[src/rtl/core/sbce_pkg.sv]
// shared types and constants for the sprite blit with channel expansion
package sbce_pkg;

    localparam int SIZE_W    = 13;
    localparam int CHAN_W    = 3;
    localparam int POS_W     = 12;
    localparam int ADDR_W    = 26;
    localparam int BYTE_W    = 8;
    localparam int NUM_CH    = 4;
    localparam int CFG_IDX_W = 3;

    // configuration register indexes
    localparam logic [CFG_IDX_W-1:0] REG_ATLAS_WIDTH     = 3'd0;
    localparam logic [CFG_IDX_W-1:0] REG_ATLAS_CHANNELS  = 3'd1;
    localparam logic [CFG_IDX_W-1:0] REG_SRC_CHANS       = 3'd2;
    localparam logic [CFG_IDX_W-1:0] REG_SPRITE_X        = 3'd3;
    localparam logic [CFG_IDX_W-1:0] REG_SPRITE_Y        = 3'd4;
    localparam logic [CFG_IDX_W-1:0] REG_SPR_W           = 3'd5;
    localparam logic [CFG_IDX_W-1:0] REG_SPR_H           = 3'd6;

    // register reset values
    localparam logic [SIZE_W-1:0] RST_ATLAS_WIDTH   = 13'd4096;
    localparam logic [CHAN_W-1:0] RST_CHANNELS      = 3'd4;
    localparam logic [POS_W-1:0]  RST_POS           = 12'd0;
    localparam logic [SIZE_W-1:0] RST_SPRITE_SIZE   = 13'd1;

    // channel counts with special meaning
    localparam logic [CHAN_W-1:0] CH_GRAY      = 3'd1;
    localparam logic [CHAN_W-1:0] CH_RGB       = 3'd3;
    localparam logic [CHAN_W-1:0] CH_RGBA      = 3'd4;
    localparam logic [BYTE_W-1:0] OPAQUE       = 8'd255;

    typedef logic [NUM_CH-1:0][BYTE_W-1:0] pix_bytes_t;

    typedef struct packed {
        logic [SIZE_W-1:0] atlas_width;
        logic [CHAN_W-1:0] atlas_channels;
        logic [CHAN_W-1:0] src_chans;
        logic [POS_W-1:0]  sprite_x;
        logic [POS_W-1:0]  sprite_y;
    } cfg_t;

    typedef struct packed {
        pix_bytes_t        data;
        logic [NUM_CH-1:0] mask;
        logic              last;
    } pix_t;

endpackage

[src/rtl/core/sbce_regs.sv]
// configuration register file and sprite size clamping
module sbce_regs #(
    parameter int MAX_SIDE = 4096,
    parameter int CNT_W    = 12
) (
    input  logic                               clk,
    input  logic                               rst_n,
    input  logic                               cfg_we,
    input  logic [sbce_pkg::CFG_IDX_W-1:0]     cfg_index,
    input  logic [sbce_pkg::SIZE_W-1:0]        cfg_data,
    output sbce_pkg::cfg_t                     cfg,
    output logic [CNT_W-1:0]                   last_col,
    output logic [CNT_W-1:0]                   last_row
);
    import sbce_pkg::*;

    localparam int CMP_W = (CNT_W + 1 > SIZE_W) ? CNT_W + 1 : SIZE_W;
    localparam logic [CMP_W-1:0] MAX_EXT  = CMP_W'(MAX_SIDE);
    localparam logic [CNT_W-1:0] MAX_LAST = CNT_W'(MAX_SIDE - 1);

    logic [SIZE_W-1:0] atlas_width_reg;
    logic [CHAN_W-1:0] atlas_channels_reg;
    logic [CHAN_W-1:0] src_chans_reg;
    logic [POS_W-1:0]  sprite_x_reg;
    logic [POS_W-1:0]  sprite_y_reg;
    logic [SIZE_W-1:0] spr_w_reg;
    logic [SIZE_W-1:0] spr_h_reg;
    logic [CMP_W-1:0]  width_ext;
    logic [CMP_W-1:0]  height_ext;

    // register writes
    always_ff @(posedge clk or negedge rst_n)
    begin
        if (!rst_n)
        begin
            atlas_width_reg     <= RST_ATLAS_WIDTH;
            atlas_channels_reg  <= RST_CHANNELS;
            src_chans_reg       <= RST_CHANNELS;
            sprite_x_reg        <= RST_POS;
            sprite_y_reg        <= RST_POS;
            spr_w_reg           <= RST_SPRITE_SIZE;
            spr_h_reg           <= RST_SPRITE_SIZE;
        end
        else if (cfg_we)
        begin
            unique case (cfg_index)
                REG_ATLAS_WIDTH:     atlas_width_reg     <= cfg_data;
                REG_ATLAS_CHANNELS:  atlas_channels_reg  <= cfg_data[CHAN_W-1:0];
                REG_SRC_CHANS:       src_chans_reg       <= cfg_data[CHAN_W-1:0];
                REG_SPRITE_X:        sprite_x_reg        <= cfg_data[POS_W-1:0];
                REG_SPRITE_Y:        sprite_y_reg        <= cfg_data[POS_W-1:0];
                REG_SPR_W:           spr_w_reg           <= cfg_data;
                REG_SPR_H:           spr_h_reg           <= cfg_data;
                default:             ;
            endcase
        end
    end

    assign cfg.atlas_width     = atlas_width_reg;
    assign cfg.atlas_channels  = atlas_channels_reg;
    assign cfg.src_chans       = src_chans_reg;
    assign cfg.sprite_x        = sprite_x_reg;
    assign cfg.sprite_y        = sprite_y_reg;

    assign width_ext  = CMP_W'(spr_w_reg);
    assign height_ext = CMP_W'(spr_h_reg);

    // last column index, zero size taken as one, oversize taken as the max side
    always_comb
    begin
        priority if (width_ext == '0)
            last_col = '0;
        else if (width_ext > MAX_EXT)
            last_col = MAX_LAST;
        else
            last_col = CNT_W'(width_ext - CMP_W'(1));
    end

    // last row index, same clamping
    always_comb
    begin
        priority if (height_ext == '0)
            last_row = '0;
        else if (height_ext > MAX_EXT)
            last_row = MAX_LAST;
        else
            last_row = CNT_W'(height_ext - CMP_W'(1));
    end

endmodule

[src/rtl/core/sbce_front.sv]
// pixel counters, channel conversion and the input stage register
module sbce_front #(
    parameter int CNT_W = 12,
    parameter int RS_W  = 13
) (
    input  logic                     clk,
    input  logic                     rst_n,
    input  logic                     in_valid,
    output logic                     in_stall,
    input  sbce_pkg::pix_bytes_t     src,
    input  sbce_pkg::cfg_t           cfg,
    input  logic [CNT_W-1:0]         last_col,
    input  logic [CNT_W-1:0]         last_row,
    input  logic                     s2_ready,
    output logic                     s1_valid,
    output sbce_pkg::pix_t           s1_pix,
    output logic [RS_W-1:0]          s1_sum_row,
    output logic [RS_W-1:0]          s1_sum_col
);
    import sbce_pkg::*;

    logic [CNT_W-1:0]  col_reg;
    logic [CNT_W-1:0]  row_reg;
    logic [CNT_W-1:0]  col_next;
    logic [CNT_W-1:0]  row_next;
    logic              s1_valid_reg;
    pix_t              s1_pix_reg;
    pix_t              pix_next;
    logic [RS_W-1:0]   sum_row_reg;
    logic [RS_W-1:0]   sum_col_reg;
    logic              s1_ready;
    logic              accept;
    logic              end_col;
    logic              end_row;
    logic [CHAN_W-1:0] ncopy;

    assign s1_ready = !s1_valid_reg || s2_ready;
    assign in_stall = !s1_ready;
    assign accept   = in_valid && s1_ready;

    assign end_col = col_reg >= last_col;
    assign end_row = row_reg >= last_row;

    // row-major walk, wrapping at the end of the sprite
    always_comb
    begin
        col_next = col_reg;
        row_next = row_reg;
        if (end_col)
        begin
            col_next = '0;
            row_next = end_row ? '0 : row_reg + CNT_W'(1);
        end
        else
        begin
            col_next = col_reg + CNT_W'(1);
        end
    end

    // channel copy, gray replication and alpha fill
    always_comb
    begin
        ncopy = (cfg.src_chans < cfg.atlas_channels) ?
                cfg.src_chans : cfg.atlas_channels;
        if (ncopy > CH_RGBA)
            ncopy = CH_RGBA;
        pix_next.data = '0;
        pix_next.mask = '0;
        for (int c = 0; c < NUM_CH; c++)
        begin
            if (CHAN_W'(c) < ncopy)
            begin
                pix_next.data[c] = src[c];
                pix_next.mask[c] = 1'b1;
            end
        end
        if (cfg.src_chans == CH_GRAY && cfg.atlas_channels >= CH_RGB)
        begin
            pix_next.data[1] = src[0];
            pix_next.data[2] = src[0];
            pix_next.mask[1] = 1'b1;
            pix_next.mask[2] = 1'b1;
        end
        if (cfg.src_chans < CH_RGBA && cfg.atlas_channels == CH_RGBA)
        begin
            pix_next.data[3] = OPAQUE;
            pix_next.mask[3] = 1'b1;
        end
        pix_next.last = end_col && end_row;
    end

    // counters and stage valid
    always_ff @(posedge clk or negedge rst_n)
    begin
        if (!rst_n)
        begin
            col_reg      <= '0;
            row_reg      <= '0;
            s1_valid_reg <= 1'b0;
        end
        else
        begin
            if (accept)
            begin
                col_reg <= col_next;
                row_reg <= row_next;
            end
            if (s1_ready)
                s1_valid_reg <= in_valid;
        end
    end

    // stage payload
    always_ff @(posedge clk)
    begin
        if (accept)
        begin
            s1_pix_reg  <= pix_next;
            sum_row_reg <= RS_W'(row_reg) + RS_W'(cfg.sprite_y);
            sum_col_reg <= RS_W'(col_reg) + RS_W'(cfg.sprite_x);
        end
    end

    assign s1_valid   = s1_valid_reg;
    assign s1_pix     = s1_pix_reg;
    assign s1_sum_row = sum_row_reg;
    assign s1_sum_col = sum_col_reg;

endmodule

[src/rtl/core/sbce_addr.sv]
// address multiply stages and the result register
module sbce_addr #(
    parameter int RS_W = 13
) (
    input  logic                          clk,
    input  logic                          rst_n,
    input  logic                          s1_valid,
    input  sbce_pkg::pix_t                s1_pix,
    input  logic [RS_W-1:0]               s1_sum_row,
    input  logic [RS_W-1:0]               s1_sum_col,
    input  sbce_pkg::cfg_t                cfg,
    output logic                          s2_ready,
    input  logic                          out_stall,
    output logic                          out_valid,
    output sbce_pkg::pix_t                out_pix,
    output logic [sbce_pkg::ADDR_W-1:0]   dest_address
);
    import sbce_pkg::*;

    localparam int PROD_W = RS_W + SIZE_W;
    localparam int P3_W   = ADDR_W + CHAN_W;

    logic              s2_valid_reg;
    pix_t              s2_pix_reg;
    logic [ADDR_W-1:0] lin_reg;
    logic [ADDR_W-1:0] lin_next;
    logic [PROD_W-1:0] row_prod;
    logic              s3_valid_reg;
    pix_t              s3_pix_reg;
    logic [ADDR_W-1:0] addr_reg;
    logic [P3_W-1:0]   byte_prod;
    logic              s3_ready;

    assign s3_ready = !s3_valid_reg || !out_stall;
    assign s2_ready = !s2_valid_reg || s3_ready;

    // pixel index in the atlas, modulo the address range
    assign row_prod = PROD_W'(s1_sum_row) * PROD_W'(cfg.atlas_width);
    assign lin_next = row_prod[ADDR_W-1:0] + ADDR_W'(s1_sum_col);

    // scale to bytes
    assign byte_prod = P3_W'(lin_reg) * P3_W'(cfg.atlas_channels);

    // stage valids
    always_ff @(posedge clk or negedge rst_n)
    begin
        if (!rst_n)
        begin
            s2_valid_reg <= 1'b0;
            s3_valid_reg <= 1'b0;
        end
        else
        begin
            if (s2_ready)
                s2_valid_reg <= s1_valid;
            if (s3_ready)
                s3_valid_reg <= s2_valid_reg;
        end
    end

    // stage payloads
    always_ff @(posedge clk)
    begin
        if (s2_ready && s1_valid)
        begin
            s2_pix_reg <= s1_pix;
            lin_reg    <= lin_next;
        end
        if (s3_ready && s2_valid_reg)
        begin
            s3_pix_reg <= s2_pix_reg;
            addr_reg   <= byte_prod[ADDR_W-1:0];
        end
    end

    assign out_valid    = s3_valid_reg;
    assign out_pix      = s3_pix_reg;
    assign dest_address = addr_reg;

endmodule

[src/rtl/core/sprite_blit_channel_expand.sv]
// top level of the sprite blit with pixel format conversion
//
//  channel   handshake            payload
//  in        in_valid / in_stall  src_c0 .. src_c3
//  out       out_valid/out_stall  dest_address, out_c0 .. out_c3, write_mask, last_pixel
//  cfg       cfg_we               cfg_index, cfg_data
//
// one pixel per cycle sustained while out_stall is low; a pixel goes through the
// input register, row multiply register and byte scale result register in order
// asynchronous active-low reset clears the counters and stage valids and loads the
// configuration registers with their reset values; payload registers are not reset
// a stall on the output backs up through the stages; bubbles are squeezed out, so
// input is taken while a result waits as long as an earlier stage is free
module sprite_blit_channel_expand #(
    parameter int MAX_ATLAS_SIDE = 4096
) (
    input  logic                               clk,
    input  logic                               rst_n,
    input  logic                               in_valid,
    output logic                               in_stall,
    input  logic [sbce_pkg::BYTE_W-1:0]        src_c0,
    input  logic [sbce_pkg::BYTE_W-1:0]        src_c1,
    input  logic [sbce_pkg::BYTE_W-1:0]        src_c2,
    input  logic [sbce_pkg::BYTE_W-1:0]        src_c3,
    output logic                               out_valid,
    input  logic                               out_stall,
    output logic [sbce_pkg::ADDR_W-1:0]        dest_address,
    output logic [sbce_pkg::BYTE_W-1:0]        out_c0,
    output logic [sbce_pkg::BYTE_W-1:0]        out_c1,
    output logic [sbce_pkg::BYTE_W-1:0]        out_c2,
    output logic [sbce_pkg::BYTE_W-1:0]        out_c3,
    output logic [sbce_pkg::NUM_CH-1:0]        write_mask,
    output logic                               last_pixel,
    input  logic                               cfg_we,
    input  logic [sbce_pkg::CFG_IDX_W-1:0]     cfg_index,
    input  logic [sbce_pkg::SIZE_W-1:0]        cfg_data
);
    import sbce_pkg::*;

    localparam int CNT_W = $clog2(MAX_ATLAS_SIDE);
    localparam int RS_W  = ((CNT_W > POS_W) ? CNT_W : POS_W) + 1;

    cfg_t             cfg;
    logic [CNT_W-1:0] last_col;
    logic [CNT_W-1:0] last_row;
    pix_bytes_t       src;
    logic             s2_ready;
    logic             s1_valid;
    pix_t             s1_pix;
    logic [RS_W-1:0]  s1_sum_row;
    logic [RS_W-1:0]  s1_sum_col;
    pix_t             out_pix;

    assign src = {src_c3, src_c2, src_c1, src_c0};

    sbce_regs #(
        .MAX_SIDE (MAX_ATLAS_SIDE),
        .CNT_W    (CNT_W)
    ) u_regs (
        .clk       (clk),
        .rst_n     (rst_n),
        .cfg_we    (cfg_we),
        .cfg_index (cfg_index),
        .cfg_data  (cfg_data),
        .cfg       (cfg),
        .last_col  (last_col),
        .last_row  (last_row)
    );

    sbce_front #(
        .CNT_W (CNT_W),
        .RS_W  (RS_W)
    ) u_front (
        .clk        (clk),
        .rst_n      (rst_n),
        .in_valid   (in_valid),
        .in_stall   (in_stall),
        .src        (src),
        .cfg        (cfg),
        .last_col   (last_col),
        .last_row   (last_row),
        .s2_ready   (s2_ready),
        .s1_valid   (s1_valid),
        .s1_pix     (s1_pix),
        .s1_sum_row (s1_sum_row),
        .s1_sum_col (s1_sum_col)
    );

    sbce_addr #(
        .RS_W (RS_W)
    ) u_addr (
        .clk          (clk),
        .rst_n        (rst_n),
        .s1_valid     (s1_valid),
        .s1_pix       (s1_pix),
        .s1_sum_row   (s1_sum_row),
        .s1_sum_col   (s1_sum_col),
        .cfg          (cfg),
        .s2_ready     (s2_ready),
        .out_stall    (out_stall),
        .out_valid    (out_valid),
        .out_pix      (out_pix),
        .dest_address (dest_address)
    );

    // unpack the result bytes
    assign out_c0     = out_pix.data[0];
    assign out_c1     = out_pix.data[1];
    assign out_c2     = out_pix.data[2];
    assign out_c3     = out_pix.data[3];
    assign write_mask = out_pix.mask;
    assign last_pixel = out_pix.last;

endmodule

[config.mk]
export PLATFORM = sky130hd
export DESIGN_NAME = sprite_blit_channel_expand
export DESIGN_NICKNAME = d
export VERILOG_FILES = /design/src/rtl/core/sbce_pkg.sv /design/src/rtl/core/sbce_regs.sv /design/src/rtl/core/sbce_front.sv /design/src/rtl/core/sbce_addr.sv /design/src/rtl/core/sprite_blit_channel_expand.sv
export SDC_FILE = /design/constraint.sdc
export NUM_CORES = 1
export LEC_CHECK = 0
export ABC_AREA = 1
export BUFFER_PORTS_ARGS = -buffer_cell sky130_fd_sc_hd__buf_2
export CORE_MARGIN = 4
export CORE_UTILIZATION = 60
export DETAILED_ROUTE_END_ITERATION = 6
export GPL_ROUTABILITY_DRIVEN = 0
export PLACE_DENSITY = 0.88
export SKIP_CTS_REPAIR_TIMING = 1
export SLEW_MARGIN = 20
export SYNTH_ARGS = -nofsm -noshare
export SYNTH_HDL_FRONTEND = slang
export SYNTH_SLANG_ARGS = --single-unit
[constraint.sdc]
create_clock -name clk -period 12.9 [get_ports clk]
set_input_delay 2.58 -clock clk [delete_from_list [all_inputs] [get_ports clk]]
set_output_delay 2.58 -clock clk [all_outputs]
set_load 0.005 [all_outputs]
==> metrics.csv, run 1 <==
metric,value,unit
status,"finished, violations left",
violations,DRC,
io_buffers,117,
fin_nets,3181,
layout_setup_ws,7.20,ns
vias,17900,
drtIter0Drc,1444,
clock_skew,0.0163,ns
synth.yosys.seq_area_share,0.363,
drc,7,
crit_path_start,out_stall,
grt_pass1_wl,83600,um
path_cells,"buf_2, nand2_1, inv_1, nand3_2, inv_1, buf_2",
n_antenna_cell,0,
finalSetupTns,0,ns
cts_sinks,285,
final_cell_mix,"911 x nand2_1, 559 x inv_1, 189 x edfxtp_1",
syn2layout_area_growth,8.82,%
holdCritPathClass,reg -> reg,
dieArea,40200,um^2
grt_use_met2,0.432,
cp-start-kind,primary input,
ant_nets,0,
coreArea,36600,um^2
initial_core_util,0.608,
post-route-min-period,5.70,ns
crit_type,in -> out,
path_max_fanout,3,
die_h,201,um
p_per_area,288,nW/um^2
dieWidth,201,um
clockRootBuffer,clkbuf_16,
pwr-share-comb,0.635,
first_global_vias,17900,
ios,118,
ys_top_cells_by_area,"edfxtp_1 26%, nand2_1 15%, fa_1 14%",
layout-drive-gt1-share,0.0764,
power_switching,3.43,mW
firstDrtPassIters,7,
cpLargestDelayFamily,buffers and inverters,
clockPowerShare,0.124,
hpwlAfterDp,38300,um
timing.critical_path.buf_inv,4,
maxCapViolations,0,
num_rows,70,
leakage,13.2,nW
finish.utilization,0.662,
end_kind,output port,
postSynthAreaPerCell,8.23,um^2
tightest_slew,1.06,ns
cts_tree,yes,
antenna_found_initial,0,
synth_cells,2704,
dp_slack,7.19,ns
routed_via_density,5.43,
syn-num-nets,3082,
slew_headroom,0.296,
grt_max_degree,70,
yosys_register_bits,285,
switching_share,0.491,
wirelength,50000,um
synth_flop_cell,edfxtp_1,
final_max_slew_viol_count,0,
worst_path_max_delay_cell,inv_1,
layout_commonest_cell,nand2_1,
cts_buffer_depth,3,
finalCritPeriodShare,0.442,
yosys_warnings,0,
required,10.32,ns
clk_latency,0.57,ns
p_int,3.55,mW
slowest_delay,0.14,ns
rsz0062_at_grt,false,
setup_viol,0,
yosys.area.top_type_share,0.255,
max-vdd-ir-drop,0.000301,V
min_from,u_front.s1_pix[19]$_DFFE_PP_,
max_freq,175,MHz
syn_area,22300,um^2
p_total,6.98,mW
synth-async-reset-ratio,0.337,
synth_edf_count,189,
grt_overflow,0,
report.final.hold_viol_count,0,
grtUsageTotal,0.245,
wire_per_inst,15.2,um
numCtsBuffers,30,
htree_levels,1,
ys_types,46,
synth_largest_area_cell,edfxtp_1,
crit_arrival,3.12,ns
grt.busiest_layer,met2,
grt.met1_usage,0.297,
grt_use_met3,0.0423,
clkTransAtPathRegs,0.06,ns
power.share.sequential,0.241,
timing.rr.start,u_front.s1_sum_row[7]$_DFFE_PP_,
## worst reg2reg max path, delay by kind of cell, from the launching register on
family / cells / cell delay [ns]
flops: 1 / 0.61
buf+inv: 7 / 0.37
fa+ha+maj: 7 / 3.35
simple gates: 8 / 1.05
## final cells by class
cell class / instances / area (um^2)
timing repair buffer: 121 / 618
inverter: 564 / 2120
sequential: 285 / 8090
clock inverter: 15 / 146
clock buffer: 40 / 850
fill: 2781 / 12400
multi-input combinational: 1801 / 11800
tap: 468 / 586
## cell families after synthesis
group,after synthesis,synth area share
and+or+nand+nor,1241,0.227
buffers and inverters,618,0.106
adders and majority gates,325,0.235
DFF,285,0.363
AOI/OAI and AO/OA,169,0.0428
xor gates and xnor gates,66,0.0260
## cells in the mapped netlist, types with 3 or more instances
| cell type | count |
|---|---|
| clkbuf_1 | 39 |
| nor2_1 | 153 |
| xor2_1 | 50 |
| dfstp_2 | 5 |
| or2_2 | 4 |
| inv_2 | 3 |
| o21bai_1 | 7 |
| nand4_1 | 27 |
| xnor2_1 | 16 |
| a21oi_1 | 52 |
| fa_1 | 156 |
| buf_1 | 5 |
| and2_1 | 4 |
| dfrtp_1 | 91 |
| nor2_4 | 5 |
| inv_1 | 560 |
| o21ai_1 | 5 |
| o21ai_2 | 3 |
| nor4_1 | 3 |
| o21ai_0 | 84 |
| ha_1 | 169 |
| nand3b_1 | 7 |
| nand2_1 | 911 |
| nand3_1 | 107 |
| buf_2 | 4 |
| a31oi_1 | 3 |
| nand2_4 | 4 |
| buf_6 | 4 |
| a21o_1 | 4 |
| nor2_2 | 4 |
| edfxtp_1 | 189 |
| nand2_2 | 5 |
## through the flow
| stage | area, um^2 | std cells | hold slack [ns] |
|---|---|---|---|
| global placement | 23200 | 3239 | 0.400 |
| floorplan | 22300 | 2704 | 0.400 |
| global route | 24200 | 3294 | 0.423 |
| detailed placement | 23200 | 3239 | 0.405 |
| CTS | 24200 | 3294 | 0.417 |
| finish | 24200 | 3294 | 0.418 |
## path summary, 6_finish.rpt
check	slack (ns)	cells past startpoint	endpoint
max in group asynchronous	9.73	2	u_regs.atlas_channels_reg[0]$_DFFE_PN0P_
min in group asynchronous	1.93	1	u_front.row_reg[7]$_DFFE_PN0P_
min reg2reg	0.42	0	u_addr.s2_pix_reg[19]$_DFFE_PP_
max reg2reg	7.27	22	u_addr.lin_reg[19]$_DFFE_PP_
max	7.20	6	in_stall
min	0.42	0	u_addr.s2_pix_reg[19]$_DFFE_PP_
## metal layers
layer  wire length (um)  share of wire  up-vias
li1                   -              -     8485
met1              19300           0.39     8363
met3               3660          0.073      218
met4               2380          0.048        0
met2              24700           0.49      809
met5                  0              0        -
## power groups by stage
stage | clock network (mW) | logic [mW] | registers, mW
after CTS | 0.878 | 4.39 | 1.68
final | 0.865 | 4.43 | 1.68
after detailed placement | 0 | 4.35 | 1.69
after global routing | 0.916 | 5.03 | 1.71
after global placement | 0 | 4.15 | 1.67
after floorplan | 0 | 3.32 | 1.59
No activity file was read; power rests on OpenSTA's default activity.
==> inputs of run 2 (changes only) <==
ABC_AREA = 0   (was 1)
PLACE_DENSITY = 0.89   (was 0.88)
clock period = 5.7 ns   (was 12.9 ns; I/O delays follow)
==> run 2 against run 1 <==
Against the previous run: the flow now finishes without violations; global-route usage decreased by 0.34 points; register-to-register slack worse by 7.2 ns; critical path depth is 14 higher; die area shrank 7.6%; core utilization rose by 1.7 points; critical endpoint is now u_addr.lin_reg[21]$_DFFE_PP_.
==> metrics.csv, run 2 <==
metric,value,unit,change
synthTopCellsByCount,"252 x inv_1, 230 x nand2_1, 189 x edfxtp_1, 169 x ha_1, 156 x fa_1",,"was 911 x nand2_1, 560 x inv_1, 189 x edfxtp_1, 169 x ha_1, 156 x fa_1"
crit_type,reg -> reg,,was in -> out
die_h,193,um,was 201 um
postSynthAreaPerCell,10.8,um^2,was 8.23 um^2
required,6.03,ns,was 10.32 ns
status,completed,,"was finished, violations left"
num_rows,67,,was 70
max_freq,177,MHz,
vias,14500,,was 17900
cts_buffer_depth,3,,unchanged
syn2layout_area_growth,11.3,%,was 8.82%
coreArea,33600,um^2,was 36600 um^2
fin_nets,2407,,was 3181
hpwlAfterDp,32500,um,was 38300 um
syn_area,20500,um^2,was 22300 um^2
cp-start-kind,flop,,was primary input
finalSetupTns,0,ns,unchanged
ys_types,68,,was 46
initial_core_util,0.610,,was 0.608
post-route-min-period,5.65,ns,
firstDrtPassIters,6,,was 7
maxCapViolations,0,,unchanged
tightest_slew,1.07,ns,was 1.06 ns
wire_per_inst,17.7,um,was 15.2 um
synth.yosys.seq_area_share,0.394,,was 0.363
synth_edf_count,189,,unchanged
drtIter0Drc,1151,,was 1444
yosys_warnings,0,,unchanged
wirelength,44300,um,was 50000 um
synth-async-reset-ratio,0.337,,unchanged
grt_max_degree,67,,was 70
holdCritPathClass,reg -> reg,,unchanged
synth_largest_area_cell,edfxtp_1,,unchanged
first_global_vias,15000,,was 17900
rsz0062_at_grt,true,,was false
synth_flop_cell,edfxtp_1,,unchanged
yosys.area.top_type_share,0.277,,was 0.255
drc,0,,was 7
path_max_fanout,11,,was 3
n_antenna_cell,0,,unchanged
dieArea,37200,um^2,was 40200 um^2
ys_top_cells_by_area,"edfxtp_1 28%, fa_1 15%, dfrtp_1 11%",,"was edfxtp_1 26%, nand2_1 15%, fa_1 14%"
cts_sinks,285,,unchanged
end_kind,flop,,was output port
grt_pass1_wl,73300,um,was 83600 um
syn-num-nets,2281,,was 3082
report.final.hold_viol_count,0,,unchanged
finalCritPeriodShare,0.992,,
grt_overflow,0,,unchanged
dieWidth,193,um,was 201 um
htree_levels,1,,unchanged
ios,118,,unchanged
ant_nets,0,,unchanged
yosys_register_bits,285,,unchanged
crit_arrival,5.98,ns,was 3.12 ns
yosysMostFrequentCell,inv_1,,was nand2_1
slew_headroom,0.283,,was 0.296
io_buffers,117,,unchanged
synth_cells,1903,,was 2704
setup_viol,0,,unchanged
clkTransAtPathRegs,0.06,ns,about the same
layout-drive-gt1-share,0.149,,was 0.0764
clock_skew,0.0384,ns,was 0.0163 ns
grtUsageTotal,0.242,,was 0.245
clk_latency,0.58,ns,was 0.57 ns
numCtsBuffers,30,,unchanged
final_max_slew_viol_count,0,,unchanged
cts_tree,yes,,unchanged
routed_via_density,5.79,,was 5.43
layout_commonest_cell,inv_1,,was nand2_1
clockRootBuffer,clkbuf_16,,unchanged
final_cell_mix,"248 x inv_1, 230 x nand2_1, 189 x edfxtp_1",,"was 911 x nand2_1, 559 x inv_1, 189 x edfxtp_1"
antenna_found_initial,1,,was 0
## run 2: cell count changes after synthesis, sizes merged, moves of 25 or more
| cell | change |
|---|---|
| a21o | +33 |
| a21oi | +31 |
| and2 | +82 |
| inv | -311 |
| mux2 | +66 |
| nand2 | -690 |
| nand3 | -82 |
| nor2 | -104 |
| xnor2 | +37 |
| xor2 | -25 |
## run 2: worst max-delay path, cell delays in order, from the launching register on
cell and delay (ns):
edfxtp_1 0.41, buf_4 0.19, and2_1 0.17, fa_1 0.54
inv_1 0.06, fa_1 0.53, inv_1 0.05, fa_1 0.49
fa_1 0.44, fa_1 0.50, inv_1 0.05, fa_1 0.48
inv_1 0.04, ha_2 0.39, nand4_1 0.13, a21oi_1 0.19
o21a_1 0.20, o311a_1 0.18, o22ai_2 0.11, buf_4 0.15
xnor2_2 0.12
## run 2: through the flow
step            util  std cells  hold slack (ns)  area (um^2)  setup WS [ns]
3_5_place_dp   0.645       2440            0.405        21700        -0.0336
4_1_cts        0.675       2494            0.420        22700        -0.0372
3_3_place_gp   0.645       2440            0.400        21700          0.102
2_1_floorplan      -       1903            0.400        20500         0.0680
5_1_grt        0.679       2499            0.421        22800         -0.185
6_report       0.679       2499            0.419        22800         0.0463
## run 2: path summary, 6_finish.rpt
| path | slack, ns | from | endpoint | cells past startpoint |
|---|---|---|---|---|
| max | 0.05 | u_front.s1_sum_row[5]$_DFFE_PP_ | u_addr.lin_reg[21]$_DFFE_PP_ | 20 |
| min | 0.42 | u_front.s1_pix[5]$_SDFFCE_PP0P_ | u_addr.s2_pix_reg[5]$_DFFE_PP_ | 0 |
| max reg2reg | 0.05 | u_front.s1_sum_row[5]$_DFFE_PP_ | u_addr.lin_reg[21]$_DFFE_PP_ | 20 |
| min reg2reg | 0.42 | u_front.s1_pix[5]$_SDFFCE_PP0P_ | u_addr.s2_pix_reg[5]$_DFFE_PP_ | 0 |
| max in group asynchronous | 4.02 | rst_n | u_front.col_reg[0]$_DFFE_PN0P_ | 2 |
| min in group asynchronous | 0.55 | rst_n | u_regs.sprite_y_reg[10]$_DFFE_PN0P_ | 1 |
## run 2: cells by family after synthesis
family	after synthesis	synth area share
AO/OA/AOI/OAI	311	0.0985
XOR/XNOR	78	0.0333
adder cells (fa/ha/maj)	326	0.256
buffers and inverters	310	0.0567
flip-flops	285	0.394
multiplexers	68	0.0372
AND/OR/NAND/NOR	525	0.124
## run 2: layout make-up
type | instances | area, um^2
fillers | 2236 | 10800
flip-flops and latches | 285 | 8090
multi-input cells | 1308 | 11400
inverters | 252 | 946
well taps | 448 | 561
clock inverters | 13 | 194
clock buffers | 41 | 802
repair buffers | 152 | 848
## run 2: per-layer routing
| metal | track usage | wire length, um |
|---|---|---|
| met1 | 0.305 | 17600 |
| met2 | 0.435 | 22600 |
| met3 | 0.0313 | 2870 |
| met4 | 0.0730 | 1210 |
| met5 | 0 | 11 |
Power of run 2 is not shown: default switching activity piles up to over one toggle a cycle in this logic, so the estimate is an artifact.
